--- src/per_service_snapshot_rate_gate_defines.svh ---
// Assertion macros for the snapshot rate gate.
// Used by the top level; expects clk and arst_n in scope.
`ifndef PER_SERVICE_SNAPSHOT_RATE_GATE_DEFINES_SVH
`define PER_SERVICE_SNAPSHOT_RATE_GATE_DEFINES_SVH
`ifndef SYNTHESIS
`define PSG_ASSERT_IMP(lbl, ante, cons, msg) \
	lbl: assert property (@(posedge clk) disable iff (!arst_n) (ante) |-> (cons)) \
		else $error(msg);
`define PSG_ASSERT_NXT(lbl, ante, cons, msg) \
	lbl: assert property (@(posedge clk) disable iff (!arst_n) (ante) |=> (cons)) \
		else $error(msg);
`else
`define PSG_ASSERT_IMP(lbl, ante, cons, msg)
`define PSG_ASSERT_NXT(lbl, ante, cons, msg)
`endif
`endif

--- src/psg_pkg.sv ---
// Shared constants, types and the tier table of the snapshot rate gate.
// No dependencies.
`default_nettype none
package psg_pkg;
	localparam int NUM_SERVICES = 20;
	localparam int MAX_STAGED   = 32;
	localparam int SVC_IW       = 5;
	localparam int STG_IW       = 5;
	localparam int CNT_W        = 6;
	localparam int DIGIT_W      = 4;
	localparam int NUM_DIGITS   = 16;

	localparam logic [1:0] CMD_OFFER  = 2'd0;
	localparam logic [1:0] CMD_COMMIT = 2'd1;
	localparam logic [1:0] CMD_CLEAR  = 2'd2;

	localparam logic [1:0] REG_FAST = 2'd0;
	localparam logic [1:0] REG_SLOW = 2'd1;

	typedef enum logic [1:0] {
		TIER_EXCLUDED = 2'd0,
		TIER_FAST     = 2'd1,
		TIER_SLOW     = 2'd2
	} tier_t;

	typedef struct packed {
		logic [DIGIT_W-1:0] now;
		logic [DIGIT_W-1:0] upd;
		logic [DIGIT_W-1:0] seen;
		logic [DIGIT_W-1:0] wall;
		logic [DIGIT_W-1:0] ivl;
	} digit_t;

	typedef struct packed {
		logic        newer;
		logic        early;
		logic [31:0] age;
	} dres_t;

	function automatic tier_t tier_of(input logic [7:0] svc);
		tier_t t;
		t = TIER_EXCLUDED;
		if (svc < 8'(NUM_SERVICES)) begin
			unique case (svc[SVC_IW-1:0])
				5'd4: t = TIER_EXCLUDED;
				5'd10, 5'd12, 5'd14, 5'd15, 5'd16, 5'd17, 5'd19: t = TIER_SLOW;
				default: t = TIER_FAST;
			endcase
		end
		return t;
	endfunction
endpackage
`default_nettype wire

--- src/psg_digit_unit.sv ---
// Digit-serial compare and subtract unit: one 4-bit digit per cycle while step is high, LSB first.
// Depends on psg_pkg.
`default_nettype none
module psg_digit_unit (
	input  wire logic           clk,
	input  wire logic           arst_n,
	input  wire logic           start,
	input  wire logic           step,
	input  wire logic [3:0]     digit_idx,
	input  psg_pkg::digit_t     d,
	output psg_pkg::dres_t      res
);
	import psg_pkg::*;

	logic b1_q, b2_q, b3_q, b4_q, wnz_q, hnz_q;
	logic [31:0] age_q;
	logic [DIGIT_W:0] t1, t2, t3, t4;

	always_comb begin
		t1 = {1'b0, d.seen} - {1'b0, d.upd} - {{DIGIT_W{1'b0}}, b1_q};
		t2 = {1'b0, d.now} - {1'b0, d.wall} - {{DIGIT_W{1'b0}}, b2_q};
		t3 = {1'b0, t2[DIGIT_W-1:0]} - {1'b0, d.ivl} - {{DIGIT_W{1'b0}}, b3_q};
		t4 = {1'b0, d.now} - {1'b0, d.upd} - {{DIGIT_W{1'b0}}, b4_q};
	end

	always_ff @(posedge clk or negedge arst_n) begin
		if (!arst_n) begin
			b1_q  <= 1'b0;
			b2_q  <= 1'b0;
			b3_q  <= 1'b0;
			b4_q  <= 1'b0;
			wnz_q <= 1'b0;
			hnz_q <= 1'b0;
		end else if (start) begin
			b1_q  <= 1'b0;
			b2_q  <= 1'b0;
			b3_q  <= 1'b0;
			b4_q  <= 1'b0;
			wnz_q <= 1'b0;
			hnz_q <= 1'b0;
		end else if (step) begin
			b1_q  <= t1[DIGIT_W];
			b2_q  <= t2[DIGIT_W];
			b3_q  <= t3[DIGIT_W];
			b4_q  <= t4[DIGIT_W];
			wnz_q <= wnz_q | (|d.wall);
			// upper half of the age only matters for saturation
			if (digit_idx[3]) hnz_q <= hnz_q | (|t4[DIGIT_W-1:0]);
		end
	end

	always_ff @(posedge clk) begin
		if (step && !digit_idx[3]) age_q <= {t4[DIGIT_W-1:0], age_q[31:DIGIT_W]};
	end

	always_comb begin
		res.newer = b1_q;
		res.early = wnz_q & (b2_q | b3_q);
		if (b4_q)       res.age = '0;
		else if (hnz_q) res.age = '1;
		else            res.age = age_q;
	end
endmodule
`default_nettype wire

--- config.mk ---
export PLATFORM = sky130hd
export DESIGN_NAME = psg_digit_unit
export DESIGN_NICKNAME = d
export VERILOG_FILES = /design/src/per_service_snapshot_rate_gate_defines.svh /design/src/psg_pkg.sv /design/src/psg_digit_unit.sv
export SDC_FILE = /design/constraint.sdc
export NUM_CORES = 1
export LEC_CHECK = 0
export ABC_AREA = 1
export BUFFER_PORTS_ARGS = -buffer_cell sky130_fd_sc_hd__buf_2
export CORE_UTILIZATION = 40
export DETAILED_ROUTE_END_ITERATION = 7
export PLACE_DENSITY = 0.67
export SLEW_MARGIN = 20
export SYNTH_ARGS = -nofsm -noshare
export SYNTH_HDL_FRONTEND = slang
export SYNTH_SLANG_ARGS = --single-unit
--- constraint.sdc ---
create_clock -name clk -period 2.43 [get_ports clk]
set_input_delay 0.3645 -clock clk [delete_from_list [all_inputs] [get_ports clk]]
set_output_delay 0.3645 -clock clk [all_outputs]
set_load 0.03 [all_outputs]
Word-level counts from Yosys, hierarchy flattened
Index checks and enable logic that the tools add are counted.
{"block": "totals", "regBits": 38, "inputBits": 28, "elab_cells": 41}
{"block": "classes", "n_addsub": 8, "muxes": 15, "n_bitwise": 4, "reduce_logical": 7}
{"op": "32-bit two-way mux", "n": 2}
{"op": "4-bit by 4-bit subtractor with 5-bit output", "n": 4}
{"op": "5-bit by 1-bit subtractor with 5-bit output", "n": 4}
{"op": "1-bit two-way mux", "n": 13}
{"op": "4-bit OR reduction", "n": 2}
{"op": "2-bit nonzero test", "n": 2}
{"op": "1-bit OR", "n": 3}
{"op": "2-bit AND reduction", "n": 1}
{"op": "1-bit bitwise AND", "n": 1}
{"op": "1-bit logical AND", "n": 1}
{"op": "1-bit zero test", "n": 1}

Logic depth before layout (Yosys ltp)
Gate-level depths: netlist (run 1).
{"block": "depth", "depth_word": 7, "ltp_mapped": 13}

Least setup slack after synthesis (run 1)
No wires, ideal clock.
{"block": "synth_timing", "path_type": "input to register", "start": "input port d[4] (netlist bit)", "end": "register b3_q", "setup_ns": 0.117, "arrival_ns": 2.364, "required_ns": 2.313, "setup_slack_ns": -0.051, "path_stages": 12, "cell_sequence": "inv_1 fa_1 ha_1 a211oi_1 xor2_1 ha_1 inv_1 ha_1 a21oi_1 nand2_1 nand3_1 nand2_1"}
{"block": "synth_between", "elab_chain_len": 6}
{"item": "start, declared", "line_no": "psg_digit_unit.sv:10", "rtl": "input psg_pkg::digit_t d,"}
{"item": "4-bit by 4-bit subtractor with 5-bit output", "line_no": "psg_digit_unit.sv:21", "rtl": "t2 = {1'b0, d.now} - {1'b0, d.wall} - {{DIGIT_W{1'b0}}, b2_q};"}
{"item": "5-bit by 1-bit subtractor with 5-bit output", "line_no": "psg_digit_unit.sv:21"}
{"item": "4-bit by 4-bit subtractor with 5-bit output", "line_no": "psg_digit_unit.sv:22", "rtl": "t3 = {1'b0, t2[DIGIT_W-1:0]} - {1'b0, d.ivl} - {{DIGIT_W{1'b0}}, b3_q};"}
{"item": "5-bit by 1-bit subtractor with 5-bit output", "line_no": "psg_digit_unit.sv:22"}
{"item": "1-bit two-way mux", "line_no": "psg_digit_unit.sv:41", "rtl": "end else if (step) begin"}
{"item": "1-bit two-way mux", "line_no": "psg_digit_unit.sv:34", "rtl": "end else if (start) begin"}
{"item": "end signal, assigned", "line_no": "psg_digit_unit.sv:44", "rtl": "b3_q <= t3[DIGIT_W];"}
{"item": "end, declared", "line_no": "psg_digit_unit.sv:15", "rtl": "logic b1_q, b2_q, b3_q, b4_q, wnz_q, hnz_q;"}
No other way between the ends. The select of a mux whose other input is x is not followed.
A chain may end at the register's enable or synchronous reset.

Worst setup path after layout (run 1)
{"block": "layout_timing", "start": "register b2_q", "end": "register b3_q"}
{"block": "layout_between", "elab_chain_len": 5}
{"item": "start, declared", "line_no": "psg_digit_unit.sv:15"}
{"item": "start signal, assigned", "line_no": "psg_digit_unit.sv:43", "rtl": "b2_q <= t2[DIGIT_W];"}
{"item": "5-bit by 1-bit subtractor with 5-bit output", "line_no": "psg_digit_unit.sv:21"}
{"item": "4-bit by 4-bit subtractor with 5-bit output", "line_no": "psg_digit_unit.sv:22"}
{"item": "5-bit by 1-bit subtractor with 5-bit output", "line_no": "psg_digit_unit.sv:22"}
{"item": "1-bit two-way mux", "line_no": "psg_digit_unit.sv:41"}
{"item": "1-bit two-way mux", "line_no": "psg_digit_unit.sv:34"}
No other way between the ends. The select of a mux whose other input is x is not followed.

==> flow_summary.yaml, run 1 <==
drt:
  drt_first_pass_iters: 4
  dr.max_layer_used: "met4"
  ant_nets: 0
  drc: 0
  first_iter_violations: 66
  wl_met2_mm: 1.871
  routedWlPerCell_um: 10.58
  vias_per_cell: 4.485
  met3RoutedLength_um: 205
  met1_length_mm: 1.717
  vias: 1637
  routed_wl_mm: 3.860
finish:
  syn_to_final_growth_pct: 24.05
  diodes: 0
  drive_above_1_share_pct: 28.81
  fillers: 478
  finish.utilization_pct: 51.91
  nNetsFinal: 346
  stdcell_count: 365
yosys:
  ys_top_cells_by_count: "nor2_1 (70), inv_1 (39), edfxtp_1 (32)"
  async_flop_share_pct: 15.79
  yosysUniqueCellTypes: 24
  yosysSeqAreaShare_pct: 51.33
  netlist.area_leader.share_pct: 44.39
  syn_area_um2: 2165
  synthCells: 231
  synthFlopType: "edfxtp_1"
  synth_edf_count: 32
  yosysMostFrequentCell: "nor2_1"
  yosys.area.top_type: "edfxtp_1"
  yosys_register_bits: 38
  yosysWarningCount: 0
  ys_top_cells_by_area: "edfxtp_1 (44%), nor2_1 (12%), ha_1 (12%)"
  syn_area_per_cell_um2: 9.370
  syn_nets: 283
power_and_ir_drop:
  p_comb_share_pct: 35.3
  p_sw_uw: 636.9
  p_seq_share_pct: 42.5
  p_per_area_nw_per_um2: 674.5
  p_leak_uw: 0.001277
  p_sw_share_pct: 35.17
  irDropWorstVdd_v: 0.0002210
  p_int_uw: 1174
  total_power_uw: 1811
  p_clk_share_pct: 22.2
critical_path:
  r2r_slack_ns: -0.04
  rr_worst_depth: 12
  critical_path.cell_chain: "inv_2 -> fa_2 -> ha_4 -> a211oi_2 -> xor2_1 -> ha_1 -> inv_2 -> ha_4 -> a21oi_2 -> nand2b_4 -> nand3_2 -> nand2_1"
  crit_cells: 12
  required_ns: 2.65
  rr_endpoint: "b3_q"
  timing.rr.start: "b2_q"
  cpMaxStageDelayCell: "fa_2"
  endpoint: "b3_q"
  crit_start: "b2_q"
  crit_arrival_ns: 2.70
  cpPeakStageDelay_ns: 0.39
  cp_num_buf_inv: 2
  end_kind: "register"
  worstSetupPathType: "reg2reg"
  path_max_fanout: 2
  cpLargestDelayFamily: "adder cells"
  startpoint_type: "register"
clock_tree:
  cts_tree: "yes"
  htreeDepth: 2
  clock_latency_ns: 0.28
  cts_max_path_buffers: 2
  clock-root-buffer: "clkbuf_8"
  cts_made_buffers: 5
  clk_pin_slew_ns: 0.07
  clock-sinks: 38
place:
  place_inst: 354
  numPortBuffers: 58
  dp_slack_ns: -0.1669
  dp_hpwl_mm: 2.838
  gp_congestion: 0.7867
outcome:
  failed_checks: "negative setup slack"
  outcome: "finished, violations left"
run:
  drv_cap: 0
timing:
  drv_slew: 0
  clock_skew_ns: 0.006281
  tns_ns: -0.04452
  min_period_ns: 2.475
  rsz0062_at_grt: "yes"
  fmax_mhz: 404.1
  fin_crit_sh_pct: 101.8
  setup_viol: 1
  setup_slack_ns: -0.04452
  worst_pin_slew_ns: 0.3952
  hold_viol: 0
  relSlewSlack_pct: 73.66
floorplanning:
  die_h_um: 75.56
  dieArea_um2: 5709
  die_w_um: 75.56
  initial_core_util_pct: 41.85
  ioPinCount: 62
  core_um2: 5172
  rows: 26
min_path:
  hp-class: "in2reg"
grt:
  grt_pass1_wl_mm: 5.733
  track_usage_pct: 13.75
  overflow: 0
  grt_pass1_vias: 1422
  antenna_found_initial: 0
  grt_start_max_net_pins: 34
==> what timing repair did <==
item / CTS / global route
pin swaps: 1 / 7
cloned: 0 / 0
endpoints found under the setup margin: 1 / 1
endpoints found under the hold margin: 6 / 0
hold buffers: 1 / 0
resized for setup: 1 / 6
buffers inserted: 0 / 2
==> cells in the final DEF, fill, tap and decap left out, types with 3 or more instances in the layout <==
| master | instances |
|---|---|
| buf_2 | 58 |
| clkbuf_8 | 5 |
| nor2_1 | 69 |
| nand3_1 | 5 |
| inv_2 | 3 |
| ha_1 | 18 |
| buf_4 | 6 |
| nand2_1 | 20 |
| inv_1 | 37 |
| xnor2_1 | 4 |
| nor2_2 | 4 |
| dfrtp_1 | 6 |
| a21oi_1 | 4 |
| edfxtp_1 | 32 |
| fa_1 | 3 |
==> worst min path at each step <==
| stage | start | endpoint | slack, ns | cells after the start |
|---|---|---|---|---|
| floorplan | arst_n | b1_q | 0.07 | 0 |
| global route | start | wnz_q | 0.30 | 2 |
| detailed placement | arst_n | b2_q | 0.19 | 1 |
| CTS | start | wnz_q | 0.28 | 2 |
| finish | start | wnz_q | 0.31 | 2 |
| global placement | arst_n | b3_q | 0.20 | 1 |
==> cells by family (layout without fill, tap and decap cells) <==
family	after synthesis	count (layout)	synth area share, %
simple gates	101	101	18.50
buf+inv	49	113	9.017
flops	38	38	51.33
fa+ha+maj	24	24	15.26
compound gates	14	14	3.873
xor+xnor	5	5	2.023
==> flip-flops by register name, indices dropped and copies added (netlist names) <==
register / cells
wnz_q: 1
b1_q: 1
b4_q: 1
age_q: 32
b2_q: 1
hnz_q: 1
b3_q: 1
==> worst reg2reg max path: stages (launching register included) <==
cell	delay, ns
dfrtp_1	0.36
inv_2	0.05
fa_2	0.39
ha_4	0.23
a211oi_2	0.22
xor2_1	0.19
ha_1	0.26
inv_2	0.07
ha_4	0.19
a21oi_2	0.15
nand2b_4	0.15
nand3_2	0.06
nand2_1	0.09
==> through the flow <==
stage / instance area, µm² / hold slack [ns]
6_report: 2685 / 0.3108
5_1_grt: 2685 / 0.2966
4_1_cts: 2633 / 0.2823
3_5_place_dp: 2537 / 0.1948
3_3_place_gp: 2537 / 0.1962
2_1_floorplan: 2172 / 0.06891
==> per-layer routing <==
metal / vias to the layer above / track usage [%]
met5: - / 0
met4: 0 / 4.938
met3: 9 / 4.101
met2: 47 / 24.40
met1: 734 / 15.73
li1: 847 / -
==> power by group through the flow <==
stage | sequential (µW) | combinational (µW) | clock [µW]
floorplan | 776 | 445 | 0
global placement | 782 | 586 | 0
detailed placement | 784 | 594 | 0
CTS | 770 | 603 | 413
global route | 774 | 724 | 442
finish | 771 | 639 | 401
==> area by class of cell <==
cell class	instances	area (µm²)	area share, %
clock buffers	6	72.57	2.703
clock inverters	2	8.758	0.3262
inverters	40	150.1	5.592
multi-input cells	144	909.6	33.88
flip-flops and latches	38	1111	41.38
well taps	70	87.58	3.262
repair buffers	65	345.3	12.86
No activity file was read; power rests on OpenSTA's default activity.
==> run 2: changes to the inputs <==
--- a/config.mk
+++ b/config.mk
@@ -7,9 +7,11 @@
 export LEC_CHECK = 0
 export ABC_AREA = 1
 export BUFFER_PORTS_ARGS = -buffer_cell sky130_fd_sc_hd__buf_2
-export CORE_UTILIZATION = 40
+export CELL_PAD_IN_SITES_DETAIL_PLACEMENT = 2
+export CELL_PAD_IN_SITES_GLOBAL_PLACEMENT = 2
+export CORE_UTILIZATION = 28
 export DETAILED_ROUTE_END_ITERATION = 7
-export PLACE_DENSITY = 0.67
+export PLACE_DENSITY_LB_ADDON = 0.1
 export SLEW_MARGIN = 20
 export SYNTH_ARGS = -nofsm -noshare
 export SYNTH_HDL_FRONTEND = slang
==> flow_summary.yaml, run 2 (same netlist as run 1, synthesis figures left out) <==
critical_path:
  cpPeakStageDelay_ns: 0.37
  r2r_slack_ns: 0.009
  crit_arrival_ns: 2.66
  end_kind: "register"
  startpoint_type: "register"
  cpMaxStageDelayCell: "fa_2"
  required_ns: 2.67
  crit_path_frequent_cell: "fa_2"
  rr_worst_depth: 12
  worstSetupPathType: "reg2reg"
  critical_path.cell_chain: "inv_2 -> fa_2 -> buf_4 -> fa_2 -> xnor2_2 -> ha_1 -> inv_1 -> ha_4 -> a21oi_4 -> nand2b_4 -> nand3_2 -> nand2_1"
  path_max_fanout: 2
floorplanning:
  die_w_um: 89.93
  initial_core_util_pct: 29.37
  die_h_um: 89.93
  core_um2: 7370
  ioPinCount: 62
  rows: 31
  dieArea_um2: 8087
clock_tree:
  htreeDepth: 2
  cts_tree: "yes"
  clock-root-buffer: "clkbuf_8"
  clock-sinks: 38
  cts_made_buffers: 5
  clock_latency_ns: 0.30
  clk_pin_slew_ns: 0.07
  cts_max_path_buffers: 2
timing:
  hold_viol: 0
  rsz0062_at_grt: "yes"
  min_period_ns: 2.421
  fmax_mhz: 413.0
  clock_skew_ns: 0.007897
  fin_crit_sh_pct: 99.65
  tns_ns: 0
  setup_slack_ns: 0.008595
  relSlewSlack_pct: 64.43
  setup_viol: 0
  finalHoldWorstSlack_ns: 0.2828
  worst_pin_slew_ns: 0.5323
  drv_slew: 0
power_and_ir_drop:
  p_leak_uw: 0.001303
  p_per_area_nw_per_um2: 707.4
  total_power_uw: 1973
  p_seq_share_pct: 39.0
  p_sw_uw: 675.2
  p_sw_share_pct: 34.22
  p_clk_share_pct: 27.0
  p_int_uw: 1298
  p_comb_share_pct: 34.1
  irDropWorstVdd_v: 0.0002368
finish:
  largest_reg_flops: 32
  layout_commonest_cell: "nor2_1"
  final_cell_mix: "nor2_1 (69), buf_2 (58), inv_1 (37), edfxtp_1 (32), nand2_1 (20)"
  drive_above_1_share_pct: 29.73
  nNetsFinal: 347
  stdcell_count: 395
  top_register: "age_q"
  diodes: 0
  syn_to_final_growth_pct: 28.84
place:
  dp_slack_ns: -0.2416
  gp_congestion: 0.7102
  dp_hpwl_mm: 3.849
  numPortBuffers: 58
  place_inst: 385
drt:
  vias: 1694
  first_iter_violations: 47
  vias_per_cell: 4.289
  drc: 0
  ant_nets: 0
  routed_wl_mm: 4.989
  routedWlPerCell_um: 12.63
  drt_first_pass_iters: 4
grt:
  grt_pass1_wl_mm: 8.687
  overflow: 0
  track_usage_pct: 13.74
  antenna_found_initial: 0
  grt_start_max_net_pins: 35
  grt_pass1_vias: 1877
min_path:
  hp-class: "in2reg"
  min_path_cells: 2
outcome:
  outcome: "finished clean"
run:
  drv_cap: 0
==> run 2: changes by cell type in the layout (fill, tap and decap cells not counted), sizes merged <==
cell and change:
buf +1, clkinv -2, clkbuf +1, bufinv +1
==> run 2: timing repair <==
action	4_1_cts	5_1_grt
gates resized for setup	7	3
pin swaps	6	9
hold endpoints to repair	6	0
hold buffers	1	0
endpoints found under the setup margin	1	1
setup buffers	1	0
==> run 2: routing by layer <==
layer	track usage (%)	part of all wire [%]
met1	15.80	44
met2	25.19	51
met3	2.792	3.8
met4	4.839	1.4
met5	0	0
==> run 2: path summary, 6_finish.rpt <==
kind,from,to
min in group asynchronous,arst_n,b2_q
setup / recovery,b2_q,b3_q
hold reg to reg,age_q[19],age_q[15]
setup reg to reg,b2_q,b3_q
max in group asynchronous,arst_n,b1_q
hold / removal,start,wnz_q
==> run 2: area by class of cell <==
| class | count | area, µm² |
|---|---|---|
| clock buffer | 7 | 76.32 |
| clock inverter | 1 | 30.03 |
| fill | 876 | 4581 |
| inverter | 40 | 150.1 |
| multi-input combinational | 144 | 932.1 |
| sequential | 38 | 1111 |
| tap | 99 | 123.9 |
| timing repair buffer | 66 | 365.4 |
==> run 2: stage by stage <==
stage	area, µm²	util, %
2_1_floorplan	2172	-
3_3_place_gp	2606	35.37
3_5_place_dp	2606	35.37
4_1_cts	2769	37.57
5_1_grt	2789	37.84
6_report	2789	37.84
==> run 2: worst max-delay path, delay by kind of cell (launching register included) <==
kind	cells	cell delay, ns
fa+ha+maj	4	1.13
xor+xnor	1	0.15
flops	1	0.36
buf+inv	3	0.30
compound gates	1	0.14
simple gates	3	0.29
==> run 2: power groups by stage <==
stage                     registers [µW]  clock network [µW]  logic, µW
after floorplan                      776                   0        445
after global placement               780                   0        618
after detailed placement             783                   0        631
after CTS                            769                 549        664
after global routing                 773                 574        755
final                                769                 532        672
==> run 3: changes to the inputs <==
--- a/config.mk
+++ b/config.mk
@@ -6,7 +6,7 @@
 export NUM_CORES = 1
 export LEC_CHECK = 0
 export ABC_AREA = 1
-export BUFFER_PORTS_ARGS = -buffer_cell sky130_fd_sc_hd__buf_2
+export BUFFER_PORTS_ARGS = -buffer_cell sky130_fd_sc_hd__buf_4
 export CELL_PAD_IN_SITES_DETAIL_PLACEMENT = 2
 export CELL_PAD_IN_SITES_GLOBAL_PLACEMENT = 2
 export CORE_UTILIZATION = 28
==> flow_summary.yaml, run 3 (same netlist as run 1, synthesis figures left out) <==
place:
  dp_slack_ns: -0.1887
  gp_congestion: 0.7438
  dp_hpwl_mm: 4.037
  numPortBuffers: 58
  place_inst: 385
finish:
  syn_to_final_growth_pct: 33.47
  seq_area_um2: 1111
  fillers: 844
  stdcell_count: 395
  multi_input_area_um2: 899.6
  nNetsFinal: 347
  layout_commonest_cell: "nor2_1"
  top_register: "age_q"
  diodes: 0
  final_cell_mix: "nor2_1 (69), buf_4 (65), inv_1 (38), edfxtp_1 (32), nand2_1 (20)"
  drive_above_1_share_pct: 28.38
  largest_reg_flops: 32
clock_tree:
  clock-sinks: 38
  cts_max_path_buffers: 2
  clock-root-buffer: "clkbuf_8"
  cts_tree: "yes"
  clk_pin_slew_ns: 0.07
  cts_made_buffers: 5
  htreeDepth: 2
  clock_latency_ns: 0.29
drt:
  ant_nets: 0
  vias_per_cell: 4.359
  drt_first_pass_iters: 4
  routed_wl_mm: 5.104
  first_iter_violations: 33
  routedWlPerCell_um: 12.92
  vias: 1722
  drc: 0
grt:
  track_usage_pct: 13.53
  overflow: 0
  grt_pass1_wl_mm: 8.659
  grt_pass1_vias: 1838
  antenna_found_initial: 0
  grt_start_max_net_pins: 34
power_and_ir_drop:
  total_power_uw: 1988
  p_leak_uw: 0.001348
  p_per_area_nw_per_um2: 688.1
  irDropWorstVdd_v: 0.0003035
critical_path:
  cpMaxStageDelayCell: "dfrtp_1"
  crit_arrival_ns: 2.58
  worstSetupPathType: "reg2reg"
  crit_path_frequent_cell: "ha_1"
  end_kind: "register"
  required_ns: 2.66
  path_max_fanout: 2
  critical_path.cell_chain: "inv_2 -> fa_2 -> ha_4 -> a211oi_2 -> xor2_1 -> ha_1 -> inv_1 -> ha_1 -> a21oi_2 -> nand2b_1 -> nand3_1 -> nand2_1"
  cpPeakStageDelay_ns: 0.36
  startpoint_type: "register"
floorplanning:
  rows: 31
  initial_core_util_pct: 29.37
  die_w_um: 89.93
  ioPinCount: 62
  die_h_um: 89.93
  dieArea_um2: 8087
  core_um2: 7370
timing:
  clock_skew_ns: 0.004659
  min_period_ns: 2.347
  setup_slack_ns: 0.08349
  tns_ns: 0
  worst_pin_slew_ns: 0.4210
  rsz0062_at_grt: "yes"
  setup_viol: 0
  fmax_mhz: 426.2
  relSlewSlack_pct: 71.94
  drv_slew: 0
  hold_viol: 0
  fin_crit_sh_pct: 96.56
run:
  drv_cap: 0
outcome:
  outcome: "finished clean"
min_path:
  hp-class: "in2reg"
==> run 3: cell type report <==
type | instances | share of cell area [%]
well taps | 99 | 4.288
multi-input cells | 144 | 31.14
flip-flops and latches | 38 | 38.46
repair buffers | 66 | 17.24
clock inverters | 1 | 1.039
clock buffers | 7 | 2.642
inverters | 40 | 5.197
==> run 3: path summary, 6_finish.rpt <==
check	startpoint	end	slack [ns]	cells past startpoint
min	start	wnz_q	0.26	2
min reg2reg	age_q[19]	age_q[15]	0.45	0
max in group asynchronous	arst_n	b1_q	1.88	2
max	b2_q	b3_q	0.08	12
max reg2reg	b2_q	b3_q	0.08	12
min in group asynchronous	arst_n	hnz_q	0.42	2
==> run 3: worst max-delay path, delay by kind of cell (launching register included) <==
family / cells / cell delay [ns]
adder cells (fa/ha/maj): 4 / 1.06
flip-flops: 1 / 0.36
AO/OA/AOI/OAI: 2 / 0.33
AND/OR/NAND/NOR: 3 / 0.25
XOR/XNOR: 1 / 0.18
buffers and inverters: 2 / 0.11
==> run 3: timing repair <==
action	4_1_cts	5_1_grt
pin swaps	6	3
setup endpoints to repair	1	1
gates resized for setup	4	1
buffers inserted	1	0
hold buffers	1	0
endpoints found under the hold margin	6	0
==> run 3: stage by stage <==
stage	util (%)	hold WS, ns	cell area (µm²)
2_1_floorplan	-	0.06891	2172
3_3_place_gp	37.16	0.1816	2739
3_5_place_dp	37.16	0.1876	2739
4_1_cts	39.10	0.2491	2882
5_1_grt	39.20	0.2529	2889
6_report	39.20	0.2598	2889
==> run 3: power breakdown <==
part / switching, µW / total (µW) / internal [µW]
clock network: 215 / 522 / 307
registers: 24.2 / 775 / 751
logic: 421 / 691 / 270
total: 660 / 1990 / 1330
==> run 3: per-layer routing <==
layer,part of all wire (%),track usage (%)
met1,44,16.03
met2,51,24.49
met3,3.8,2.876
met4,1.3,4.032
met5,0,0
